--- src/gsig_pkg.sv ---
// Package for the grid strip index generator.
// Holds the job type passed from the front end to the emitter, and the shared constants.
// No dependencies.
`timescale 1ns / 1ps

package gsig_pkg;

	localparam int IDX_W      = 16;
	localparam int CFG_W      = 8;
	localparam int CFG_IDX_W  = 2;
	localparam int CNT_W      = 9;
	localparam int JOB_DEPTH  = 4;
	localparam int JOB_PTR_W  = 2;
	localparam int JOB_CNT_W  = 3;

	localparam logic [CFG_IDX_W-1:0] REG_GRID_ROWS = 2'd0;
	localparam logic [CFG_IDX_W-1:0] REG_GRID_COLS = 2'd1;

	typedef struct packed {
		logic [IDX_W-1:0] index;
		logic             triple;
		logic             done;
	} job_t;

endpackage

--- src/gsig_front.sv ---
// Front end of the grid strip index generator: configuration registers and strip state.
// Classifies each accepted item and pushes one job per item that causes results.
// Depends on gsig_pkg.
`timescale 1ns / 1ps

module gsig_front import gsig_pkg::*; #(
	parameter int MAX_ROWS = 255,
	parameter int MAX_COLS = 255
) (
	input  logic                 clk,
	input  logic                 arst_n,
	input  logic                 cfg_valid,
	input  logic [CFG_IDX_W-1:0] cfg_index,
	input  logic [CFG_W-1:0]     cfg_data,
	output logic                 cfg_ready,
	input  logic                 item_valid,
	input  logic                 restart,
	input  logic                 job_full,
	output logic                 job_push,
	output job_t                 job
);

	logic [CFG_W-1:0] grid_rows_q;
	logic [CFG_W-1:0] grid_cols_q;
	logic [IDX_W-1:0] index_q;
	logic [CNT_W-1:0] countdown_q;
	logic             go_forward_q;
	logic             go_right_q;
	logic [CNT_W-1:0] rows_fin_q;
	logic             started_q;
	logic             finished_q;

	logic [CFG_W-1:0] eff_rows;
	logic [CFG_W-1:0] eff_cols;
	logic [IDX_W-1:0] cols_inc;
	logic [IDX_W-1:0] next_idx;
	logic [CNT_W-1:0] countdown_dec;
	logic [CNT_W-1:0] reload;
	logic [CNT_W-1:0] rows_inc;
	logic             rows_done;
	logic             accept;
	logic             start_now;

	assign cfg_ready = 1'b1;

	always_comb begin
		eff_rows = (32'(grid_rows_q) > MAX_ROWS) ? CFG_W'(MAX_ROWS) : grid_rows_q;
		eff_cols = (32'(grid_cols_q) > MAX_COLS) ? CFG_W'(MAX_COLS) : grid_cols_q;
		cols_inc = {{(IDX_W-CFG_W){1'b0}}, eff_cols} + IDX_W'(1);
		if (go_forward_q) begin
			next_idx = index_q + cols_inc;
		end else if (go_right_q) begin
			next_idx = index_q - cols_inc + IDX_W'(1);
		end else begin
			next_idx = index_q - cols_inc - IDX_W'(1);
		end
		countdown_dec = countdown_q - CNT_W'(1);
		reload        = {eff_cols, 1'b1};
		rows_inc      = rows_fin_q + CNT_W'(1);
		rows_done     = rows_inc >= {1'b0, eff_rows};
		accept        = item_valid && !job_full;
		start_now     = restart || !started_q;

		job_push   = 1'b0;
		job.index  = next_idx;
		job.triple = 1'b0;
		job.done   = 1'b0;
		if (accept) begin
			if (start_now) begin
				job_push   = 1'b1;
				job.index  = '0;
				job.done   = (eff_rows == '0);
			end else if (!finished_q) begin
				job_push = 1'b1;
				if (countdown_dec == '0) begin
					job.triple = 1'b1;
					job.done   = rows_done;
				end
			end
		end
	end

	always_ff @(posedge clk or negedge arst_n) begin
		if (!arst_n) begin
			grid_rows_q <= CFG_W'(1);
			grid_cols_q <= CFG_W'(1);
		end else if (cfg_valid && cfg_ready) begin
			unique case (cfg_index)
				REG_GRID_ROWS: grid_rows_q <= cfg_data;
				REG_GRID_COLS: grid_cols_q <= cfg_data;
				default: ;
			endcase
		end
	end

	always_ff @(posedge clk or negedge arst_n) begin
		if (!arst_n) begin
			index_q      <= '0;
			countdown_q  <= CNT_W'(3);
			go_forward_q <= 1'b1;
			go_right_q   <= 1'b1;
			rows_fin_q   <= '0;
			started_q    <= 1'b0;
			finished_q   <= 1'b0;
		end else if (accept) begin
			if (start_now) begin
				index_q      <= '0;
				countdown_q  <= reload;
				go_forward_q <= 1'b1;
				go_right_q   <= 1'b1;
				rows_fin_q   <= '0;
				started_q    <= 1'b1;
				finished_q   <= (eff_rows == '0);
			end else if (!finished_q) begin
				index_q <= next_idx;
				if (countdown_dec == '0) begin
					go_forward_q <= 1'b1;
					go_right_q   <= !go_right_q;
					countdown_q  <= reload;
					rows_fin_q   <= rows_inc;
					finished_q   <= rows_done;
				end else begin
					go_forward_q <= !go_forward_q;
					countdown_q  <= countdown_dec;
				end
			end
		end
	end

endmodule

--- src/gsig_job_fifo.sv ---
// Short job queue between the front end and the emitter of the grid strip index generator.
// Depends on gsig_pkg.
`timescale 1ns / 1ps

module gsig_job_fifo import gsig_pkg::*; (
	input  logic clk,
	input  logic arst_n,
	input  logic wr_en,
	input  job_t wr_job,
	output logic full,
	input  logic rd_en,
	output job_t rd_job,
	output logic empty
);

	job_t                 mem_q [JOB_DEPTH];
	logic [JOB_PTR_W-1:0] wr_ptr_q;
	logic [JOB_PTR_W-1:0] rd_ptr_q;
	logic [JOB_CNT_W-1:0] count_q;
	logic                 do_wr;
	logic                 do_rd;

	assign full   = (count_q == JOB_CNT_W'(JOB_DEPTH));
	assign empty  = (count_q == '0);
	assign do_wr  = wr_en && !full;
	assign do_rd  = rd_en && !empty;
	assign rd_job = mem_q[rd_ptr_q];

	always_ff @(posedge clk) begin
		if (do_wr) begin
			mem_q[wr_ptr_q] <= wr_job;
		end
	end

	always_ff @(posedge clk or negedge arst_n) begin
		if (!arst_n) begin
			wr_ptr_q <= '0;
			rd_ptr_q <= '0;
			count_q  <= '0;
		end else begin
			if (do_wr) begin
				wr_ptr_q <= wr_ptr_q + JOB_PTR_W'(1);
			end
			if (do_rd) begin
				rd_ptr_q <= rd_ptr_q + JOB_PTR_W'(1);
			end
			if (do_wr && !do_rd) begin
				count_q <= count_q + JOB_CNT_W'(1);
			end else if (do_rd && !do_wr) begin
				count_q <= count_q - JOB_CNT_W'(1);
			end
		end
	end

endmodule

--- src/gsig_back.sv ---
// Emitter of the grid strip index generator: expands each job into one or three results.
// Depends on gsig_pkg.
`timescale 1ns / 1ps

module gsig_back import gsig_pkg::*; (
	input  logic             clk,
	input  logic             arst_n,
	input  job_t             head,
	input  logic             head_empty,
	input  logic             pop,
	output logic             head_pop,
	output logic [IDX_W-1:0] vertex_index,
	output logic             run_last,
	output logic             mesh_done
);

	logic [1:0] rep_q;
	logic       take;

	always_comb begin
		vertex_index = head.index;
		run_last     = head.triple ? (rep_q == 2'd2) : 1'b1;
		mesh_done    = head.done && run_last;
		take         = pop && !head_empty;
		head_pop     = take && run_last;
	end

	always_ff @(posedge clk or negedge arst_n) begin
		if (!arst_n) begin
			rep_q <= '0;
		end else if (take) begin
			rep_q <= run_last ? 2'd0 : rep_q + 2'd1;
		end
	end

endmodule

--- src/grid_strip_index_generator_top.sv ---
// Top level of the grid strip index generator.
// Instantiates gsig_front, gsig_job_fifo and gsig_back; depends on gsig_pkg.
`timescale 1ns / 1ps

// Usage:
// Items enter on push/full with one bit, restart; an item is taken when push is
// high and full is low. Each item is one step of a serpentine triangle strip over
// a grid_rows by grid_cols grid of quads and causes zero, one or three results.
// Results leave on empty/pop: while empty is low, vertex_index, run_last and
// mesh_done show the oldest result, which is taken when pop is high.
// Configuration is written on cfg_valid/cfg_ready with cfg_index and cfg_data
// (index 0 grid_rows, index 1 grid_cols); cfg_ready is always high; the user
// must make writes only while the block is idle; the block does not enforce it.
// Accepted items are registered as jobs in the queue. The front end takes one
// item per cycle while full is low; the emitter gives one result per cycle
// while pop is high, so a row-end item gives three results. A four-entry job
// queue lets the front end run ahead; full rises when that queue is full, e.g.
// while the receiver holds pop low. Reset empties the queue, sets both registers
// to one and clears the strip state, so the first step emits index zero.

module grid_strip_index_generator_top import gsig_pkg::*; #(
	parameter int MAX_ROWS = 255,
	parameter int MAX_COLS = 255
) (
	input  logic                 clk,
	input  logic                 arst_n,
	input  logic                 cfg_valid,
	output logic                 cfg_ready,
	input  logic [CFG_IDX_W-1:0] cfg_index,
	input  logic [CFG_W-1:0]     cfg_data,
	input  logic                 push,
	output logic                 full,
	input  logic                 restart,
	output logic                 empty,
	input  logic                 pop,
	output logic [IDX_W-1:0]     vertex_index,
	output logic                 run_last,
	output logic                 mesh_done
);

	job_t job_in;
	job_t job_head;
	logic job_push;
	logic job_pop;

	gsig_front #(
		.MAX_ROWS(MAX_ROWS),
		.MAX_COLS(MAX_COLS)
	) u_front (
		.clk       (clk),
		.arst_n    (arst_n),
		.cfg_valid (cfg_valid),
		.cfg_index (cfg_index),
		.cfg_data  (cfg_data),
		.cfg_ready (cfg_ready),
		.item_valid(push),
		.restart   (restart),
		.job_full  (full),
		.job_push  (job_push),
		.job       (job_in)
	);

	gsig_job_fifo u_fifo (
		.clk   (clk),
		.arst_n(arst_n),
		.wr_en (job_push),
		.wr_job(job_in),
		.full  (full),
		.rd_en (job_pop),
		.rd_job(job_head),
		.empty (empty)
	);

	gsig_back u_back (
		.clk         (clk),
		.arst_n      (arst_n),
		.head        (job_head),
		.head_empty  (empty),
		.pop         (pop),
		.head_pop    (job_pop),
		.vertex_index(vertex_index),
		.run_last    (run_last),
		.mesh_done   (mesh_done)
	);

`ifndef SYNTHESIS
	a_not_full_and_empty: assert property (@(posedge clk) disable iff (!arst_n)
		!(full && empty)) else $error("queue is full and empty at once");

	a_repeat_follows: assert property (@(posedge clk) disable iff (!arst_n)
		(pop && !empty && !run_last) |=> (!empty && $stable(vertex_index)))
		else $error("repeated result missing or changed");

	a_restart_zero: assert property (@(posedge clk) disable iff (!arst_n)
		(push && !full && restart && empty) |=> (!empty && vertex_index == '0))
		else $error("restart did not emit index zero");
`endif

endmodule
--- config.mk ---
export PLATFORM = sky130hd
export DESIGN_NAME = grid_strip_index_generator_top
export DESIGN_NICKNAME = d
export VERILOG_FILES = /design/src/gsig_pkg.sv /design/src/gsig_front.sv /design/src/gsig_job_fifo.sv /design/src/gsig_back.sv /design/src/grid_strip_index_generator_top.sv
export SDC_FILE = /design/constraint.sdc
export NUM_CORES = 1
export LEC_CHECK = 0
export BUFFER_PORTS_ARGS = -buffer_cell sky130_fd_sc_hd__buf_2
export CAP_MARGIN = 20
export CORE_AREA = 2 2 236 145
export CTS_BUF_LIST = sky130_fd_sc_hd__clkbuf_16
export DETAILED_ROUTE_END_ITERATION = 7
export DIE_AREA = 0 0 238 147
export HOLD_SLACK_MARGIN = 0.02
export PLACE_DENSITY = 0.49
export SETUP_SLACK_MARGIN = 0.02
export SYNTH_ARGS = -nofsm -noshare
export SYNTH_HDL_FRONTEND = slang
export SYNTH_HIERARCHICAL = 1
export SYNTH_SLANG_ARGS = --single-unit
--- constraint.sdc ---
create_clock -name clk -period 8.53 [get_ports clk]
set_input_delay 2.1325 -clock clk [delete_from_list [all_inputs] [get_ports clk]]
set_output_delay 2.1325 -clock clk [all_outputs]
set_load 0.005 [all_outputs]
==> Yosys cells after proc, flatten, opt, wreduce, memory -nomap -nowiden <==
Memory sizes are Yosys's and may differ from the RTL's.
Index checks and enable logic that the tools add are counted.
{ "totals": {"output_inout_bits": 21, "word_cells": 92, "input_bits": 16, "mem_bits_rw": 72, "latchBits": 0, "rom_bits": 0, "ff_bits": 63, "n_memories": 1} }
{ "mem_list": {"columns": ["memory", "words", "word_bits", "rd", "rd_clocked_by_memory_dff", "write_ports", "line_no", "rtl"], "rows": [
  ["u_fifo.mem_q", 4, 18, 1, 0, 1, "gsig_job_fifo.sv:16", "job_t mem_q [JOB_DEPTH];"]
]} }
{ "classes": {"n_mux": 34, "n_addsub": 12, "div_mod_pow": 0, "n_eq_ne": 4, "mul": 0, "n_reduce_logical": 27, "magnitude_cmp": 1, "shifts": 0, "bitwise_logic": 0} }
{ "op_table": {"columns": ["operator", "n"], "rows": [
  ["16-bit two-way mux", 5],
  ["9-bit two-way mux", 6],
  ["18-bit two-way mux", 1],
  ["1-bit two-way mux", 17],
  ["16-bit by 1-bit adder with 16-bit output (second input constant)", 1],
  ["16-bit adder", 1],
  ["16-bit by 1-bit subtractor with 16-bit output (second input constant)", 1],
  ["16-bit subtractor", 1],
  ["8-bit by 1-bit adder with 9-bit output (second input constant)", 1],
  ["9-bit by 1-bit adder with 9-bit output (second input constant)", 1],
  ["9-bit by 8-bit greater-or-equal comparator with 1-bit output", 1],
  ["9-bit logical NOT", 1],
  ["9-bit by 1-bit subtractor with 9-bit output (second input constant)", 1],
  ["1-bit logical AND", 8],
  ["8-bit logical NOT", 1],
  ["2-bit AND reduction", 4],
  ["1-bit logical NOT", 7],
  ["2-bit by 1-bit adder with 2-bit output (second input constant)", 3],
  ["2-bit two-way mux", 3],
  ["3-bit two-way mux", 2],
  ["2-bit nonzero test", 2],
  ["3-bit by 1-bit adder with 3-bit output (second input constant)", 1],
  ["3-bit equality test (second input constant)", 1],
  ["3-bit logical NOT", 1],
  ["7 further kinds", 7]
]} }

==> Depth between registers and ports, before layout <==
{ "depth": {"word_depth": 9, "ltp_mapped": 20, "mapped_depth_nobuf": 20} }

==> Cells and area by module <==
Netlist, hierarchy kept.
{ "by_module_without_submodules": {"columns": ["mod", "seq_area_each_um2", "cells_each", "instances", "area_each_um2"], "rows": [
  ["gsig_front", 1358.8, 583, 1, 4845.9],
  ["gsig_job_fifo", 2337.2, 130, 1, 3015.4],
  ["gsig_back", 50.0, 28, 1, 242.7]
]} }

==> Worst setup path after synthesis <==
No wires, ideal clock.
{ "synth_path": {"path_type": "register -> register", "start": "reg u_front.grid_cols_q[0], in the netlist u_front/eff_cols[0]", "end": "mem u_fifo/mem_q[0][16] (netlist name), data pin", "period_less_slack_ns": 4.392, "t_required_ns": 8.313, "arrival_ns": 4.175, "stages_incl_launch_ff": 21, "path_slack_ns": 4.138, "cell_sequence": "dfstp_2 > ha_1 > nand3_1 > xnor2_1 > ha_1 > clkbuf_1 > nor3b_1 > nor3_1 > a21oi_1 > o21bai_1 > a21boi_0 > nor4b_1 > xor2_1 > ha_1 > clkbuf_1 > a21oi_1 > nand2_1 > a21oi_1 > o21ai_0 > mux2_2 > a211oi_1"} }
{ "synth_rtl": {"columns": ["element", "line_no", "rtl"], "rows": [
  ["start, declared", "gsig_front.sv:24", "logic [CFG_W-1:0] grid_cols_q;"],
  ["start signal, assigned", "gsig_front.sv:90", "REG_GRID_COLS: grid_cols_q <= cfg_data;"],
  ["end, declared", "gsig_job_fifo.sv:16", null]
]} }

==> results.txt <==
----------------------------------------------------
[Run status]
  Status ... complete, no violations

[Logic synthesis]
  Share of Yosys cell area claimed by the top area cell type ... 0.267
  Most numerous cell types in the synthesized netlist ... edfxtp_1 (72), dfrtp_1 (57), nand2_1 (57)
  Main flop type after synthesis ... edfxtp_1
  Post-synth net total ... roughly 810
  Portion of netlist area occupied by mux cells ... 0.0809
  Average footprint of a synthesized cell ... ~11 sq um
  Synth Area in Adders ... 0.0871
  Number of flops mapped to enable cells by yosys ... slightly above 70
  Cells after synthesis ... roughly 740
  Most area-hungry cell type in the Yosys netlist ... edfxtp_1
  Cell with the most instances after synthesis ... edfxtp_1
  FFs w/ async S/R, synth ... 0.467
  Area fraction in compound gates after synthesis ... 0.123
  Warnings from Yosys ... 6
  Cell types occupying the most area after synthesis ... edfxtp_1 (27%), dfrtp_1 (18%), ha_1 (7.7%)
  Number of storage elements in the synthesis netlist ... about 140
  Combinational family with the most area after synthesis ... simple AND/OR/NAND/NOR gates
  Syn Std Cell Area ... about 8000 sq um
  Synth Area in XOR/XNOR ... 0.0627
  Sequential cell area fraction in the yosys report ... 0.462
  Area fraction in and, or, nand and nor cells after synthesis ... 0.128
  Synth unique cells ... 74

[Floorplan]
  Core footprint ... between 30000 and 40000 sq um
  Initial core utilization ... 0.245
  Number of standard-cell rows in the floorplan ... 52
  Die width ... ~240 um
  Die footprint ... ~35000 sq um
  Vertical extent of the die ... 147 um
  Boundary pin count ... 37

[Layout]
  Footprint of the multi-input gates ... roughly 3900 sq um
  Share of post-route cells with drive strength above 1 ... 0.153
  Storage cell area ... around 3700 sq um
  Antenna diode count ... 0
  Final #Nets ... 824
  Area grow syn2layout ... 13.5%
  Fillers ... 3406

[Power and ir drop]
  Switching power of the nets ... about 0.0017 W
  Static power due to leakage ... between 3 and 4 nW
  Combinational share of power ... 0.513
  Net switching fraction of the power ... 0.419
  Part of the power in registers ... 0.298
  Clock share of power ... 0.188
  Power Dens Cells ... approximately 440 nW/um^2
  Total internal power ... about 0.0023 W
  IR Drop Worst-Case VDD ... approximately 0.17 mV

[CTS]
  Number of buffers added by the clock tree synthesis step ... 17
  Source-to-sink clock delay at the later pin of the worst-skew pair ... 430 ps
  Number of post-CTS setup repair buffers ... 0
  Reg clk slew, reported paths ... around 60 ps
  Post-cts sizing count ... 0
  TritonCTS clock tree ... built
  H-Tree Level Count ... 4
  Quantity of hold-fixing buffers added after cts ... 0
  Root buf cell ... clkbuf_16
  Maximum root-to-sink buffer count ... 2
  # clock sinks ... 135

[Drt]
  Number of nets with antenna violations after detailed routing ... 0
  Detailed Route WL ... between 15 and 20 mm
  Detail-routed net length per standard cell ... 16.3 um
  DRC violations left ... 0
  First-pass iteration count of the detailed router ... 4
  Drt first-iter violations ... around 460
  Overall via count from detail_route ... between 5000 and 6000
  Via density ... 4.54

[Global routing]
  Antenna violations before repair ... 1
  Aggregate global routing overflow ... 0
  Pin count of the biggest net entering global routing ... 64
  Number of global-route vias before repair ... ~5400
  Global router's overall resource usage ... 0.116
  Global-route wire length before repair ... between 30 and 40 mm

[Placement]
  Post-place setup slack ... 2830 ps
  IO Port Bufs ... 35
  Placed wire-length estimate after detailed placement ... between 10 and 15 mm
  Global placement routability congestion ... 0.813

[STA]
  Worst Hold Slack ... approximately 470 ps
  Number of endpoints with negative hold slack in the final report ... 0
  RSZ-0062 raised after global routing ... no
  Maximum achievable frequency ... 189 MHz
  Setup violations, final ... 0
  Post-route setup TNS ... 0 ps
  Max-slew violation count ... 0
  Fin Clk Skew ... between 8 and 9 ps
  Relative max-transition margin ... 0.301
  Fin crit period ... between 5000 and 6000 ps
  Final setup slack of the worst path ... around 3200 ps
  Worst Tran Pin Value ... 1050 ps
  Final critical-path share of the clock period ... 0.620

[Worst hold path]
  Hold endpoint ... u_fifo/count_q[2]$_DFFE_PN0P_
  Worst Hold Class ... register to register
  Hold path startpoint ... u_fifo/count_q[2]$_DFFE_PN0P_
  WHS Path Cells ... 1

[Critical path]
  Critical path launch point ... u_front/eff_cols[0]$_DFFE_PN1P_
  Depth of the most critical reg-to-reg path ... 18
  Reg-to-reg setup timing slack ... roughly 3200 ps
  Type of element capturing the critical path ... register
  Setup CP Type ... register to register
  CP required ... slightly below 9000 ps
  Max Fanout on Critical Path ... 8
  WP data arrival ... 5450 ps
  Reg-to-reg critical path endpoint ... u_fifo/mem_q[2][16]$_DFFE_PP_
  Start of the worst register-to-register path ... u_front/eff_cols[0]$_DFFE_PN1P_
  Type of origin of the critical path ... register

[Flow run]
  Max cap viols ... 0

----------------------------------------------------
## flip-flops by register name, summed over array words and instances (netlist names)
| name | count |
|---|---|
| u_front/rows_fin_q | 9 |
| u_front/go_forward_q | 1 |
| u_fifo/rd_ptr_q | 2 |
| u_front/go_right_q | 1 |
| u_front/eff_cols | 8 |
| u_front/finished_q | 1 |
| u_front/index_q | 16 |
| u_fifo/count_q | 3 |
| u_fifo/wr_ptr_q | 2 |
| u_front/countdown_q | 9 |
| u_fifo/mem_q | 72 |
| u_back/rep_q | 2 |
| u_front/started_q | 1 |
| u_front/eff_rows | 8 |
## power groups by stage
stage,logic [W],clock network (W),registers [W]
floorplan,0.00164,0,0.00109
global placement,0.00206,0,0.00121
detailed placement,0.00205,0,0.00121
CTS,0.00206,0.000780,0.00120
global route,0.00229,0.000808,0.00123
finish,0.00206,0.000756,0.00120
## per-layer routing
layer  share of wire  track usage  vias to the layer above
met2            0.38        0.148                      115
met3           0.055       0.0325                       12
li1                -            -                     2670
met5               0            0                        -
met1            0.56        0.188                     2644
met4          0.0068       0.0253                        0
## critical path, cell delays in order, from the launching register on
cell and delay [ps]:
dfstp_2 590, ha_1 200, nand3_1 120, xnor2_1 270
ha_1 370, nor3_1 240, o21ai_0 160, a21oi_1 180
o21bai_1 90, a21boi_0 670, nor4b_1 130, xor2_1 180
ha_1 400, a21oi_1 230, nand2_1 100, a21oi_1 140
o21ai_0 160, mux2_2 320, a211oi_1 450
## cell usage in the layout, fill, tap and decap left out, types with 5 or more instances in the layout
cell type / count
edfxtp_1: 72
dfrtp_1: 57
nand2_1: 57
ha_1: 50
nor2_1: 48
o21ai_0: 45
inv_1: 43
buf_2: 35
xnor2_1: 35
a21oi_1: 30
xor2_1: 23
mux4_2: 18
clkbuf_16: 17
nor2b_1: 15
nand3_1: 14
a21o_1: 13
nand2b_1: 12
mux2_2: 12
nor3_1: 12
and3_1: 11
mux2i_1: 10
o21a_1: 8
a31oi_1: 7
buf_4: 6
and2_1: 6
a22oi_1: 6
a22o_1: 6
dfstp_2: 6
o21bai_1: 5
o211ai_1: 5
## layout make-up
class	count	area share
Sequential cell	135	0.407
Timing Repair Buffer	41	0.0239
Multi-Input combinational cell	514	0.425
Clock buffer	17	0.0463
Tap cell	432	0.0588
Clock inverter	15	0.0193
Inverter	45	0.0197
## worst max path at each step
stage | endpoint | depth (start not counted)
global placement | u_fifo/count_q[1]$_DFFE_PN0P_ | 9
CTS | u_fifo/count_q[1]$_DFFE_PN0P_ | 9
detailed placement | u_fifo/count_q[1]$_DFFE_PN0P_ | 9
floorplan | u_fifo/mem_q[0][16]$_DFFE_PP_ | 20
finish | u_fifo/mem_q[2][16]$_DFFE_PP_ | 18
global route | u_fifo/mem_q[2][16]$_DFFE_PP_ | 18
## metrics by stage
stage	area, sq um	util	instances	power, W
floorplan	8100	-	741	0.00273
global placement	8590	0.260	1167	0.00327
detailed placement	8590	0.260	1167	0.00326
CTS	9200	0.278	1199	0.00404
global route	9200	0.278	1199	0.00433
finish	9200	0.278	1199	0.00401
## cells by family after synthesis
| kind of cell | Yosys count |
|---|---|
| AOI/OAI and AO/OA | 154 |
| xor gates and xnor gates | 58 |
| adders and majority gates | 54 |
| buffers and inverters | 92 |
| DFF | 135 |
| muxes | 41 |
| other | 1 |
| and+or+nand+nor | 206 |
No activity file was read; power rests on OpenSTA's default activity.
